File: config.mk
export PLATFORM = sky130hd
export DESIGN_NAME = timed_relay_output_sequencer
export DESIGN_NICKNAME = d
export VERILOG_FILES = /design/src/rtl/core/tros_pkg.sv /design/src/rtl/core/tros_channel.sv /design/src/rtl/core/timed_relay_output_sequencer.sv
export SDC_FILE = /design/constraint.sdc
export NUM_CORES = 1
export LEC_CHECK = 0
export ABC_AREA = 1
export BUFFER_PORTS_ARGS = -buffer_cell sky130_fd_sc_hd__buf_2
export CORE_ASPECT_RATIO = 1.5
export CORE_UTILIZATION = 30
export CTS_BUF_LIST = sky130_fd_sc_hd__clkbuf_4
export CTS_CLUSTER_DIAMETER = 50
export DETAILED_ROUTE_END_ITERATION = 6
export HOLD_SLACK_MARGIN = 0.12
export PLACE_DENSITY = 0.45
export SLEW_MARGIN = 20
export SYNTH_ARGS = -nofsm -noshare
export SYNTH_HDL_FRONTEND = slang
export SYNTH_SLANG_ARGS = --single-unit
File: constraint.sdc
create_clock -name i_clk -period 4.7 [get_ports i_clk]
set_input_delay 0.705 -clock i_clk [delete_from_list [all_inputs] [get_ports i_clk]]
set_output_delay 0.705 -clock i_clk [all_outputs]
set_load 0.01 [all_outputs]
File: src/rtl/core/tros_pkg.sv
`default_nettype none

package tros_pkg;

    // Channel storage limits
    localparam int MAX_CHANNELS         = 8;
    localparam int NUM_CHANNELS_DEFAULT = 8;
    localparam int ID_W                 = 8;
    localparam int DELAY_W              = 16;
    localparam int SECS_W               = DELAY_W + 1;
    localparam int TICK_W               = 8;

    // Configuration register indexes
    localparam int CFG_IDX_W = 2;
    localparam logic [CFG_IDX_W-1:0] CFG_CHANNEL_COUNT    = 2'd0;
    localparam logic [CFG_IDX_W-1:0] CFG_CHANNEL_IDS      = 2'd1;
    localparam logic [CFG_IDX_W-1:0] CFG_TICKS_PER_SECOND = 2'd2;

    localparam logic [TICK_W-1:0] TPS_RESET = 8'd10;

    // Request kinds
    localparam logic REQ_CMD  = 1'b0;
    localparam logic REQ_TICK = 1'b1;

    // Action codes
    localparam logic [2:0] ACT_OFF       = 3'd0;
    localparam logic [2:0] ACT_ON        = 3'd1;
    localparam logic [2:0] ACT_TOGGLE    = 3'd2;
    localparam logic [2:0] ACT_TIMED_OFF = 3'd3;
    localparam logic [2:0] ACT_TIMED_ON  = 3'd4;
    localparam logic [2:0] ACT_WAIT      = 3'd5;

    // Steady level codes; bit 1 set means unknown
    localparam logic [1:0] LVL_OFF     = 2'd0;
    localparam logic [1:0] LVL_ON      = 2'd1;
    localparam logic [1:0] LVL_UNKNOWN = 2'd2;

    // Per-channel view of one request
    typedef struct packed {
        logic               arm;
        logic               serve;
        logic               tick;
        logic [2:0]         action;
        logic [DELAY_W-1:0] delay;
    } t_chan_cmd;

endpackage

`default_nettype wire

File: src/rtl/core/tros_channel.sv
`default_nettype none

module tros_channel
    import tros_pkg::*;
(
    input  wire logic              i_clk,
    input  wire logic              i_rst_n,
    input  wire logic              i_en,
    input  wire t_chan_cmd         i_cmd,
    input  wire logic [TICK_W-1:0] i_tps,
    output logic                   o_drive,
    output logic                   o_pending
);

    logic [2:0]        r_act,    n_act;
    logic [SECS_W-1:0] r_secs,   n_secs;
    logic              r_pend,   n_pend;
    logic [1:0]        r_steady, n_steady;
    logic [TICK_W-1:0] r_ticks,  n_ticks;
    logic              r_drive,  n_drive;

    logic [2:0]        act;
    logic [SECS_W-1:0] secs;
    logic              pend;
    logic [SECS_W-1:0] secs_dec;
    logic [TICK_W-1:0] ticks_base;

    // An armed command takes effect before the channel is served
    always_comb begin
        act  = i_cmd.arm ? i_cmd.action : r_act;
        secs = i_cmd.arm ? ({1'b0, i_cmd.delay} + SECS_W'(1)) : r_secs;
        pend = i_cmd.arm | r_pend;
        secs_dec   = secs - SECS_W'(1);
        ticks_base = r_ticks;

        n_act    = act;
        n_secs   = secs;
        n_pend   = pend;
        n_steady = r_steady;
        n_ticks  = r_ticks;
        n_drive  = r_drive;

        if (i_cmd.serve && pend) begin
            unique case (act)
                ACT_OFF, ACT_ON: begin
                    n_drive  = (act == ACT_ON);
                    n_steady = (act == ACT_ON) ? LVL_ON : LVL_OFF;
                    n_pend   = 1'b0;
                end
                ACT_TOGGLE: begin
                    if (r_steady == LVL_OFF) begin
                        n_drive  = 1'b1;
                        n_steady = LVL_ON;
                    end else if (r_steady == LVL_ON) begin
                        n_drive  = 1'b0;
                        n_steady = LVL_OFF;
                    end
                    n_pend = 1'b0;
                end
                ACT_TIMED_OFF, ACT_TIMED_ON, ACT_WAIT: begin
                    if (secs != '0 && i_cmd.tick) begin
                        if (r_ticks >= i_tps) begin
                            ticks_base = '0;
                            n_secs     = secs_dec;
                            if (act != ACT_WAIT) begin
                                n_drive = (act == ACT_TIMED_ON);
                            end
                            if (secs_dec == '0) begin
                                // restore the steady level, or the opposite of the
                                // timed level when it was never known
                                if (act != ACT_WAIT) begin
                                    n_drive = r_steady[1] ? (act == ACT_TIMED_OFF)
                                                          : r_steady[0];
                                end
                                n_pend = 1'b0;
                            end
                        end
                        n_ticks = ticks_base + TICK_W'(1);
                    end
                end
                default: begin
                    // unused codes stay pending with no effect
                end
            endcase
        end
    end

    always_ff @(posedge i_clk) begin
        if (!i_rst_n) begin
            r_act    <= ACT_OFF;
            r_secs   <= '0;
            r_pend   <= 1'b0;
            r_steady <= LVL_UNKNOWN;
            r_ticks  <= '0;
            r_drive  <= 1'b0;
        end else if (i_en) begin
            r_act    <= n_act;
            r_secs   <= n_secs;
            r_pend   <= n_pend;
            r_steady <= n_steady;
            r_ticks  <= n_ticks;
            r_drive  <= n_drive;
        end
    end

    assign o_drive   = r_drive;
    assign o_pending = r_pend;

endmodule

`default_nettype wire

File: src/rtl/core/timed_relay_output_sequencer.sv
`default_nettype none

// Relay output sequencer for up to NUM_CHANNELS relays. Each request on the
// slave stream is either a command (tuser low) that sets the action of one
// channel, picked by its configured ID, or of every channel in use when the
// ID is 0, or a time tick (tuser high) that advances all timed channels at
// once. Every request yields exactly one result: the relay drive levels and
// the mask of channels with an action still pending, as they stand after
// that request. The block takes one request per cycle unless the result
// stalls, and delivers its result at the edge that moves the request out of
// the input register; a stalled result holds the input register and so the
// slave stream. The rate is set by the single-stage next-state logic of the
// per-channel units, which all work in parallel. Configuration writes are
// taken at any time but must only be issued while no request is in flight.
// There is no clearing pass after reset.
module timed_relay_output_sequencer
    import tros_pkg::*;
#(
    parameter int NUM_CHANNELS = NUM_CHANNELS_DEFAULT
) (
    input  wire logic                 i_clk,
    input  wire logic                 i_rst_n,
    // request stream
    input  wire logic                 s_axis_tvalid,
    output logic                      s_axis_tready,
    // [7:0] channel_id, [10:8] action, [26:11] delay_seconds, [31:27] zero
    input  wire logic [31:0]          s_axis_tdata,
    // [0] req_type
    input  wire logic                 s_axis_tuser,
    // result stream
    output logic                      m_axis_tvalid,
    input  wire logic                 m_axis_tready,
    // [7:0] pin_levels, [15:8] busy_mask
    output logic [15:0]               m_axis_tdata,
    // configuration write channel
    input  wire logic                 i_cfg_valid,
    output logic                      o_cfg_ready,
    input  wire logic [CFG_IDX_W-1:0] i_cfg_index,
    input  wire logic [63:0]          i_cfg_data
);

    // Configuration registers
    logic [3:0]        r_chan_count;
    logic [63:0]       r_chan_ids;
    logic [TICK_W-1:0] r_tps;

    assign o_cfg_ready = 1'b1;

    always_ff @(posedge i_clk) begin
        if (!i_rst_n) begin
            r_chan_count <= '0;
            r_chan_ids   <= '0;
            r_tps        <= TPS_RESET;
        end else if (i_cfg_valid) begin
            unique case (i_cfg_index)
                CFG_CHANNEL_COUNT:    r_chan_count <= i_cfg_data[3:0];
                CFG_CHANNEL_IDS:      r_chan_ids   <= i_cfg_data;
                CFG_TICKS_PER_SECOND: r_tps        <= i_cfg_data[TICK_W-1:0];
                default: begin
                    // drop writes to unknown registers
                end
            endcase
        end
    end

    // Input register: hold one request until the channel state can advance
    logic               r_in_valid;
    logic               r_in_type;
    logic [ID_W-1:0]    r_in_id;
    logic [2:0]         r_in_act;
    logic [DELAY_W-1:0] r_in_delay;
    logic               r_out_valid;
    logic               w_adv;

    // Advance when a request is held and the result slot is free or being taken
    assign w_adv         = r_in_valid && (!r_out_valid || m_axis_tready);
    assign s_axis_tready = !r_in_valid || w_adv;

    always_ff @(posedge i_clk) begin
        if (!i_rst_n) begin
            r_in_valid <= 1'b0;
        end else if (s_axis_tready) begin
            r_in_valid <= s_axis_tvalid;
        end
    end

    always_ff @(posedge i_clk) begin
        if (s_axis_tvalid && s_axis_tready) begin
            r_in_type  <= s_axis_tuser;
            r_in_id    <= s_axis_tdata[7:0];
            r_in_act   <= s_axis_tdata[10:8];
            r_in_delay <= s_axis_tdata[26:11];
        end
    end

    // Result valid: the channel state registers themselves hold the result,
    // since they only move when the previous result has been taken
    always_ff @(posedge i_clk) begin
        if (!i_rst_n) begin
            r_out_valid <= 1'b0;
        end else if (w_adv) begin
            r_out_valid <= 1'b1;
        end else if (m_axis_tready) begin
            r_out_valid <= 1'b0;
        end
    end

    // Channel addressing: ID 0 arms every channel in use, otherwise only the
    // lowest channel in use whose ID matches
    logic                  w_is_cmd;
    logic                  w_tick;
    logic                  w_broadcast;
    logic [NUM_CHANNELS:0] w_found;
    logic [7:0]            w_pins;
    logic [7:0]            w_busy;

    assign w_is_cmd    = (r_in_type == REQ_CMD);
    assign w_tick      = (r_in_type == REQ_TICK);
    assign w_broadcast = (r_in_id == '0);
    assign w_found[0]  = 1'b0;

    for (genvar i = 0; i < NUM_CHANNELS; i++) begin : g_chan
        localparam logic [3:0] CH_IDX = 4'(i);

        logic      w_in_use;
        logic      w_match;
        t_chan_cmd w_cmd;

        assign w_in_use       = (r_chan_count > CH_IDX);
        assign w_match        = w_in_use && (r_chan_ids[ID_W*i +: ID_W] == r_in_id);
        assign w_found[i + 1] = w_found[i] | w_match;

        assign w_cmd.arm    = w_is_cmd && w_in_use && (w_broadcast || (w_match && !w_found[i]));
        assign w_cmd.serve  = w_in_use;
        assign w_cmd.tick   = w_tick;
        assign w_cmd.action = r_in_act;
        assign w_cmd.delay  = r_in_delay;

        tros_channel u_channel (
            .i_clk     (i_clk),
            .i_rst_n   (i_rst_n),
            .i_en      (w_adv),
            .i_cmd     (w_cmd),
            .i_tps     (r_tps),
            .o_drive   (w_pins[i]),
            .o_pending (w_busy[i])
        );
    end

    // Channels beyond the configured build size read as idle and off
    for (genvar b = NUM_CHANNELS; b < MAX_CHANNELS; b++) begin : g_unused
        assign w_pins[b] = 1'b0;
        assign w_busy[b] = 1'b0;
    end

    assign m_axis_tvalid = r_out_valid;
    assign m_axis_tdata  = {w_busy, w_pins};

    // A full input register behind a stalled result must refuse new requests
    a_stall_blocks_input: assert property (@(posedge i_clk) disable iff (!i_rst_n)
        (r_in_valid && r_out_valid && !m_axis_tready) |-> !s_axis_tready)
        else $error("request accepted while the pipeline was stalled");

    // Every advance leaves a result waiting
    a_adv_gives_result: assert property (@(posedge i_clk) disable iff (!i_rst_n)
        w_adv |=> m_axis_tvalid)
        else $error("advance without a result");

    // With no channel in use a request changes nothing
    a_no_channels_idle: assert property (@(posedge i_clk) disable iff (!i_rst_n)
        (w_adv && r_chan_count == '0) |=> ($stable(w_pins) && $stable(w_busy)))
        else $error("channel state moved with no channel in use");

    // A tick never starts a new action
    a_tick_never_arms: assert property (@(posedge i_clk) disable iff (!i_rst_n)
        (w_adv && w_tick) |=> ((w_busy & ~$past(w_busy)) == '0))
        else $error("pending bit raised by a tick");

endmodule

`default_nettype wire
==> Word level (Yosys, flattened, before mapping) <==
Index checks and enable logic that the tools add are counted.
{ "totals": {"register_bits": 362, "latch_bits": 0, "mem_bits_rw": 0, "rom_bits": 0, "inputBits": 104, "out_inout_bits": 19, "elab_cells": 591, "mem_count": 0} }
{ "classes": {"n_addsub": 17, "mul": 0, "n_div": 0, "n_lt_le_gt_ge": 16, "n_eq_ne": 90, "n_shift": 0, "muxes": 226, "bitwise": 15, "reduce_logical": 170} }
{ "op_table": {"columns": ["cell", "count"], "rows": [
  ["$mux W17", 40],
  ["$mux W8", 32],
  ["$logic_not A17 Y1", 8],
  ["$reduce_bool A17 Y1", 8],
  ["$sub A17 B1 Y17 const B", 8],
  ["$mux W1", 106],
  ["$add A8 B1 Y8 const B", 8],
  ["$eq A8 B8 Y1", 8],
  ["$ge A8 B8 Y1", 8],
  ["$reduce_and A4 Y1", 16],
  ["$logic_and A1 B1 Y1", 49],
  ["$eq A3 B2 Y1 const B", 16],
  ["$eq A3 B3 Y1 const B", 16],
  ["$reduce_and A6 Y1", 8],
  ["$reduce_or A3 Y1", 16],
  ["$mux W2", 16],
  ["$ne A2 B1 Y1 const B", 16],
  ["$pmux W2 S2", 8],
  ["$eq A3 B1 Y1 const B", 8],
  ["$logic_not A3 Y1", 8],
  ["$mux W3", 8],
  ["$ne A3 B1 Y1 const B", 8],
  ["$ne A3 B3 Y1 const B", 8],
  ["$pmux W1 S3", 8],
  ["other kinds (17)", 99]
]} }

==> Longest topological paths before layout <==
{ "depth": {"ltp_word": 20, "ltp_mapped": 31, "ltp_nobuf": 29} }

==> Hierarchy <==
A second synthesis with hierarchy kept.
{ "unflattened": {"cells_unflattened": 5120, "hier_area_um2": 31587.8} }
{ "by_module_without_submodules": {"columns": ["mod", "n_inst", "cells_each", "area_each_um2", "seq_area_each_um2"], "rows": [
  ["tros_channel (g_chan[2].u_channel ...)", 4, 582, 3370.7, 640.6],
  ["timed_relay_output_sequencer", 1, 588, 4824.6, 2402.3],
  ["tros_channel (g_chan[7].u_channel)", 1, 554, 3374.5, 640.6],
  ["tros_channel (g_chan[0].u_channel)", 1, 542, 3372.0, 640.6],
  ["tros_channel (g_chan[6].u_channel)", 1, 560, 3311.9, 640.6],
  ["tros_channel (g_chan[1].u_channel)", 1, 548, 3221.8, 640.6]
]} }

==> Least setup slack after synthesis <==
OpenSTA, ideal clock, no wires.
{ "synth_path": {"path_kind": "register -> register", "start": "register r_in_id[5]", "end": "register g_chan[5].u_channel.r_ticks[5]", "setup_time_ns": 0.063, "t_arrival_ns": 3.130, "required_time_ns": 4.637, "setup_slack_ns": 1.507, "stages_incl_launch_ff": 30, "path_buffers": 4, "synth_period_minus_slack_ns": 3.193, "cell_sequence": "edfxtp_1 buf_4 inv_2 nand2_1 nand4_1 nor2_1 nand2_2 nand3_4 nor2_4 nand2_2 o21ai_4 nand2_4 buf_6 buf_6 nand2_1 nand2_2 ha_1 nand3_2 inv_2 nand2_2 nor2_4 nand3b_4 nand2_2 buf_6 nor2_4 clkinv_2 nand2_1 xnor2_1 inv_1 nor2_2"} }
{ "synth_via": {"elab_chain_cells": 14, "word_cells_on_any_way": 32, "cone_classes": "9 x eq/ne; 2 x mux; 5 x bitwise; 16 x reduce/logical"} }
{ "synth_lines": {"columns": ["item", "line", "rtl"], "rows": [
  ["start, declared", "timed_relay_output_sequencer.sv:69", "logic [ID_W-1:0] r_in_id;"],
  ["start signal, assigned", "timed_relay_output_sequencer.sv:90", "r_in_id <= s_axis_tdata[7:0];"],
  ["$eq A8 B8 Y1", "timed_relay_output_sequencer.sv:130", "assign w_match = w_in_use && (r_chan_ids[ID_W*i +: ID_W] == r_in_id);"],
  ["$logic_and A1 B1 Y1", "timed_relay_output_sequencer.sv:130", null],
  ["$or A1 B1 Y1 (4 in series)", "timed_relay_output_sequencer.sv:131", "assign w_found[i + 1] = w_found[i] | w_match;"],
  ["$logic_not A1 Y1", "timed_relay_output_sequencer.sv:133", "assign w_cmd.arm = w_is_cmd && w_in_use && (w_broadcast || (w_match && !w_found[i]));"],
  ["$logic_and A1 B1 Y1", "timed_relay_output_sequencer.sv:133", null],
  ["$logic_or A1 B1 Y1 (*)", "timed_relay_output_sequencer.sv:133", null],
  ["$logic_and A1 B1 Y1 (*)", "timed_relay_output_sequencer.sv:133", null],
  ["$mux W3 / $mux W17 (equally long branches)", "tros_channel.sv:30, tros_channel.sv:31", null],
  ["$eq A3 B3 Y1 (tied with other cells)", "tros_channel.sv:44", "unique case (act)"],
  ["$reduce_or A3 Y1 / $logic_and A1 B1 Y1 (equally long branches)", "tros_channel.sv:44, tros_channel.sv:61", null],
  ["$reduce_and A4 Y1 (no line) (*)", null, null],
  ["end signal, assigned", "tros_channel.sv:101", "r_ticks <= n_ticks;"],
  ["end, declared", "tros_channel.sv:19", "logic [TICK_W-1:0] r_ticks, n_ticks;"]
]} }
Mark *: on every way between the ends. The rest lies on a longest branch, timed or not.
A chain may end at the register's enable or synchronous reset.

==> Final worst setup path <==
{ "layout_path": {"start": "register r_in_id[7]", "end": "register g_chan[4].u_channel.r_secs[15]"} }
{ "layout_via": {"elab_chain_cells": 15, "word_cells_on_any_way": 33, "cone_classes": "1 x add/sub; 8 x eq/ne; 6 x mux; 4 x bitwise; 14 x reduce/logical"} }
{ "layout_lines": {"columns": ["item", "line", "rtl"], "rows": [
  ["$eq A8 B8 Y1", "timed_relay_output_sequencer.sv:130", null],
  ["$logic_and A1 B1 Y1", "timed_relay_output_sequencer.sv:130", null],
  ["$or A1 B1 Y1 (3 in series)", "timed_relay_output_sequencer.sv:131", null],
  ["$logic_not A1 Y1", "timed_relay_output_sequencer.sv:133", null],
  ["$logic_and A1 B1 Y1", "timed_relay_output_sequencer.sv:133", null],
  ["$logic_or A1 B1 Y1 (*)", "timed_relay_output_sequencer.sv:133", null],
  ["$logic_and A1 B1 Y1 (*)", "timed_relay_output_sequencer.sv:133", null],
  ["$mux W17", "tros_channel.sv:31", "secs = i_cmd.arm ? ({1'b0, i_cmd.delay} + SECS_W'(1)) : r_secs;"],
  ["$sub A17 B1 Y17 / $reduce_bool A17 Y1 (equally long branches)", "tros_channel.sv:33, tros_channel.sv:61", null],
  ["$mux W17 / $logic_and A1 B1 Y1 (equally long branches)", "tros_channel.sv:62, tros_channel.sv:61", null],
  ["$mux W17", "tros_channel.sv:61", "if (secs != '0 && i_cmd.tick) begin"],
  ["$mux W17", "tros_channel.sv:44", null],
  ["$mux W17 (*)", "tros_channel.sv:43", "if (i_cmd.serve && pend) begin"],
  ["end signal, assigned", "tros_channel.sv:98", "r_secs <= n_secs;"],
  ["end, declared", "tros_channel.sv:16", "logic [SECS_W-1:0] r_secs, n_secs;"]
]} }
Marks and branches as above.

==> reports/metrics.csv <==
stage,metric,value,unit
detailed_routing,ant_nets,0,
power,fin_total_pwr,8.05,mW
floorplan,die_area,86800,µm²
clock_network,tritoncts,yes,
detailed_routing,vias_per_cell,4.80,
timing,whs,0.246,ns
synth,synth-main-ff-cell,dfxtp_1,
detailed_routing,wirelength,93.4,mm
timing,period_share,0.915,
grt,grt_max_degree,104,
clock_network,clk_latency,1.01,ns
critical_path,critPathLaunchType,flop,
floorplan,die_h,360,µm
clock_network,clock_path_buffers,3,
grt,grt_pass1_wl,147,mm
synth,netlist_area,25700,µm²
synth,syn-num-nets,4233,
clock_network,cts_root_buffer,clkbuf_4,
floorplan,num_rows,131,
grt,busiest_layer,met2,
cells_and_area,nets,4545,
power,p_int,5.34,mW
power,power.leakage,14.3,nW
clock_network,numCtsBuffers,103,
synth,synth_cell_types,64,
critical_path,cp.arrival,5.12,ns
power,power_switching_share,0.336,
detailed_routing,firstDrtPassIters,5,
synth,yosysWarnings,0,
cells_and_area,syn2layout_area_growth,18.6,%
job,max_cap_violations,0,
floorplan,core,84900,µm²
clock_network,h-tree-depth,3,
timing,fmax,233,MHz
timing,tightest_slew,0.998,ns
synth,ys_seq_area_frac,0.293,
power,pwr-share-seq,0.407,
clock_network,clock_sinks,362,
synth,synth_top_area_frac,0.260,
critical_path,cp.required,5.52,ns
synth,synth-edff-count,28,
timing,final_hold_viol_count,0,
detailed_routing,dr_total_vias,26700,
cells_and_area,drive_above_1_share,0.142,
floorplan,initial_utilization,0.302,
synth,syn_inst,4034,
grt,grtUsageMet1,0.240,
critical_path,critPathKind,reg -> reg,
synth,synth.most_common_cell,nand2_1,
synth,synth_seq_cells,362,
placement,io_buffers,116,
synth,synth_top_cells_by_count,"941 x nand2_1, 489 x inv_1, 456 x nor2_1, 334 x dfxtp_1, 334 x o21ai_0",
synth,syn_area_per_cell,6.37,µm²
critical_path,worstSetupEndpointType,flop,
floorplan,io_pins,123,
placement,routabilityCongestion,0.892,
grt,grt_usage,0.218,
timing,post-route-min-period,4.30,ns
grt,overflow,0,
placement,dp_hpwl,67.7,mm
detailed_routing,wl_per_cell,16.8,µm
timing,maxSlewHeadroom,0.334,
power,power_switching,2.70,mW
detailed_routing,drcViolationCount,0,
power,vdd.ir_drop.worst,0.167,mV
timing,slew_violations,0,
power,pwr_density_cell,264,nW/µm²
power,clkPwrFrac,0.391,
synth,yosysTopAreaCell,dfxtp_1,
critical_path,cp_max_fo,20,
grt,grt_use_met2,0.406,
grt,grtUsageMet3,0.0324,
timing,setup_violations,0,
clock_network,clkSlewWorstSetupHoldPaths,0.07,ns
detailed_routing,drt_iter0_markers,1139,
power,power_frac_comb,0.202,
synth,synth.top_cells.by_area,"dfxtp_1 26%, nand2_1 14%, inv_1 7.1%",
outcome,status,"finished, final reports clean",
timing,rsz0062_at_grt,yes,
floorplan,dieWidth,241,µm
grt,antenna_found_initial,4,
synth,async_flop_share,0,
timing,finClkSkew,0.0542,ns
min_path,worstHoldPathType,in -> reg,
grt,grt_pass1_vias,26500,
per-stage QoR:
stage	setup TNS (ns)	cells	setup slack (ns)	instance area, µm²	util
6_report	0	5565	0.399	30400	0.359
5_1_grt	-0.00991	5564	-0.00607	30400	0.359
4_1_cts	0	5545	0.202	30300	0.357
3_5_place_dp	0	5257	0.280	27900	0.329
3_3_place_gp	0	5257	0.301	27900	0.329
2_1_floorplan	0	4034	1.51	25700	-
placed cells by master (no fill, tap or decap), types with 11 or more instances in the layout:
cell type      synthesis  final
nand2_1              941    939
inv_1                489    487
nor2_1               456    456
o21ai_0              334    334
dfxtp_1              334    334
a21oi_1              332    332
nand3_1              217    217
clkbuf_4               0    151
buf_4                 34    148
buf_2                 25    115
dlygate4sd3_1          0     99
ha_1                  95     95
o21ai_1               89     89
nand4_1               77     77
xor2_1                70     70
nor3_1                50     49
xnor2_1               41     41
nor2_2                38     38
inv_2                 35     35
o211ai_1              33     33
clkinv_1               2     28
edfxtp_1              28     28
nand2_2               24     25
o21ai_2               23     23
o21a_1                16     16
a31oi_1               15     15
nand3_2               14     14
nor2_4                11     11
worst max-delay path, stage by stage (launching register included):
cell      delay [ns]
edfxtp_1        0.73
xnor2_1         0.18
nand2_1         0.06
nor3_1          0.20
nand3_1         0.13
inv_1           0.08
nand2_1         0.05
nand2_1         0.15
nand2_1         0.13
buf_12          0.17
inv_1           0.28
nand2_1         0.09
nand2_1         0.12
inv_1           0.09
ha_1            0.20
nand2_1         0.07
nor2_1          0.06
nand3_1         0.19
nand2_1         0.12
inv_2           0.10
nand4_4         0.23
buf_4           0.26
nor2_1          0.11
xor2_1          0.17
a21oi_1         0.08
final cells by class:
type,count,area (µm²)
fillers,9671,54500
multi-input cells,2979,15300
flip-flops and latches,362,7530
repair buffers,373,2890
inverters,527,1980
well taps,1130,1410
clock buffers,151,1130
clock inverters,38,220
diodes,5,12.5
flip-flops by register name, indices dropped and copies added (netlist names), 3 cells and up:
signal and cells:
r_in_act 3, r_tps 8, g_chan.u_channel.r_steady 16, g_chan.u_channel.o_pending 8, r_chan_ids 64, g_chan.u_channel.r_secs 136, g_chan.u_channel.o_drive 8, g_chan.u_channel.r_ticks 64
r_in_id 8, r_in_delay 16, g_chan.u_channel.r_act 24, r_chan_count 4
per-layer routing:
layer | up-vias | wire length (µm)
met2 | 489 | 48600
met5 | - | 0
li1 | 13800 | -
met3 | 167 | 3330
met1 | 12200 | 37700
met4 | 0 | 3740
logic make-up after synthesis:
group | Yosys count | synth area share
and+or+nand+nor | 1889 | 0.323
xor gates and xnor gates | 112 | 0.0385
other | 1 | 0.000146
AOI/OAI and AO/OA | 882 | 0.186
buffers and inverters | 693 | 0.113
DFF | 362 | 0.293
adders and majority gates | 95 | 0.0463
repair_timing:
action,in CTS,in global routing
setup endpoints to repair,0,17
endpoints found under the hold margin,106,0
buffers inserted,0,15
hold buffers,99,0
gates resized for setup,0,1
worst paths after layout:
path / depth (start not counted) / from / end / slack, ns
max: 24 / r_in_id[7]$_DFFE_PP_ / g_chan[4].u_channel.r_secs[15]$_SDFFE_PN0P_ / 0.40
max reg2reg: 24 / r_in_id[7]$_DFFE_PP_ / g_chan[4].u_channel.r_secs[15]$_SDFFE_PN0P_ / 0.40
min: 2 / i_rst_n / g_chan[6].u_channel.r_steady[1]$_SDFFE_PN1P_ / 0.25
min reg2reg: 2 / g_chan[5].u_channel.r_steady[0]$_SDFFE_PN0P_ / g_chan[5].u_channel.r_steady[0]$_SDFFE_PN0P_ / 0.45
power groups by stage:
stage	Sequential, mW	Clock [mW]	Combinational, mW
2_1_floorplan	3.32	0	1.03
3_3_place_gp	3.35	0	1.54
3_5_place_dp	3.35	0	1.54
4_1_cts	3.29	3.29	1.61
5_1_grt	3.29	3.44	1.82
6_report	3.28	3.15	1.62
No activity file was read; power rests on OpenSTA's default activity.
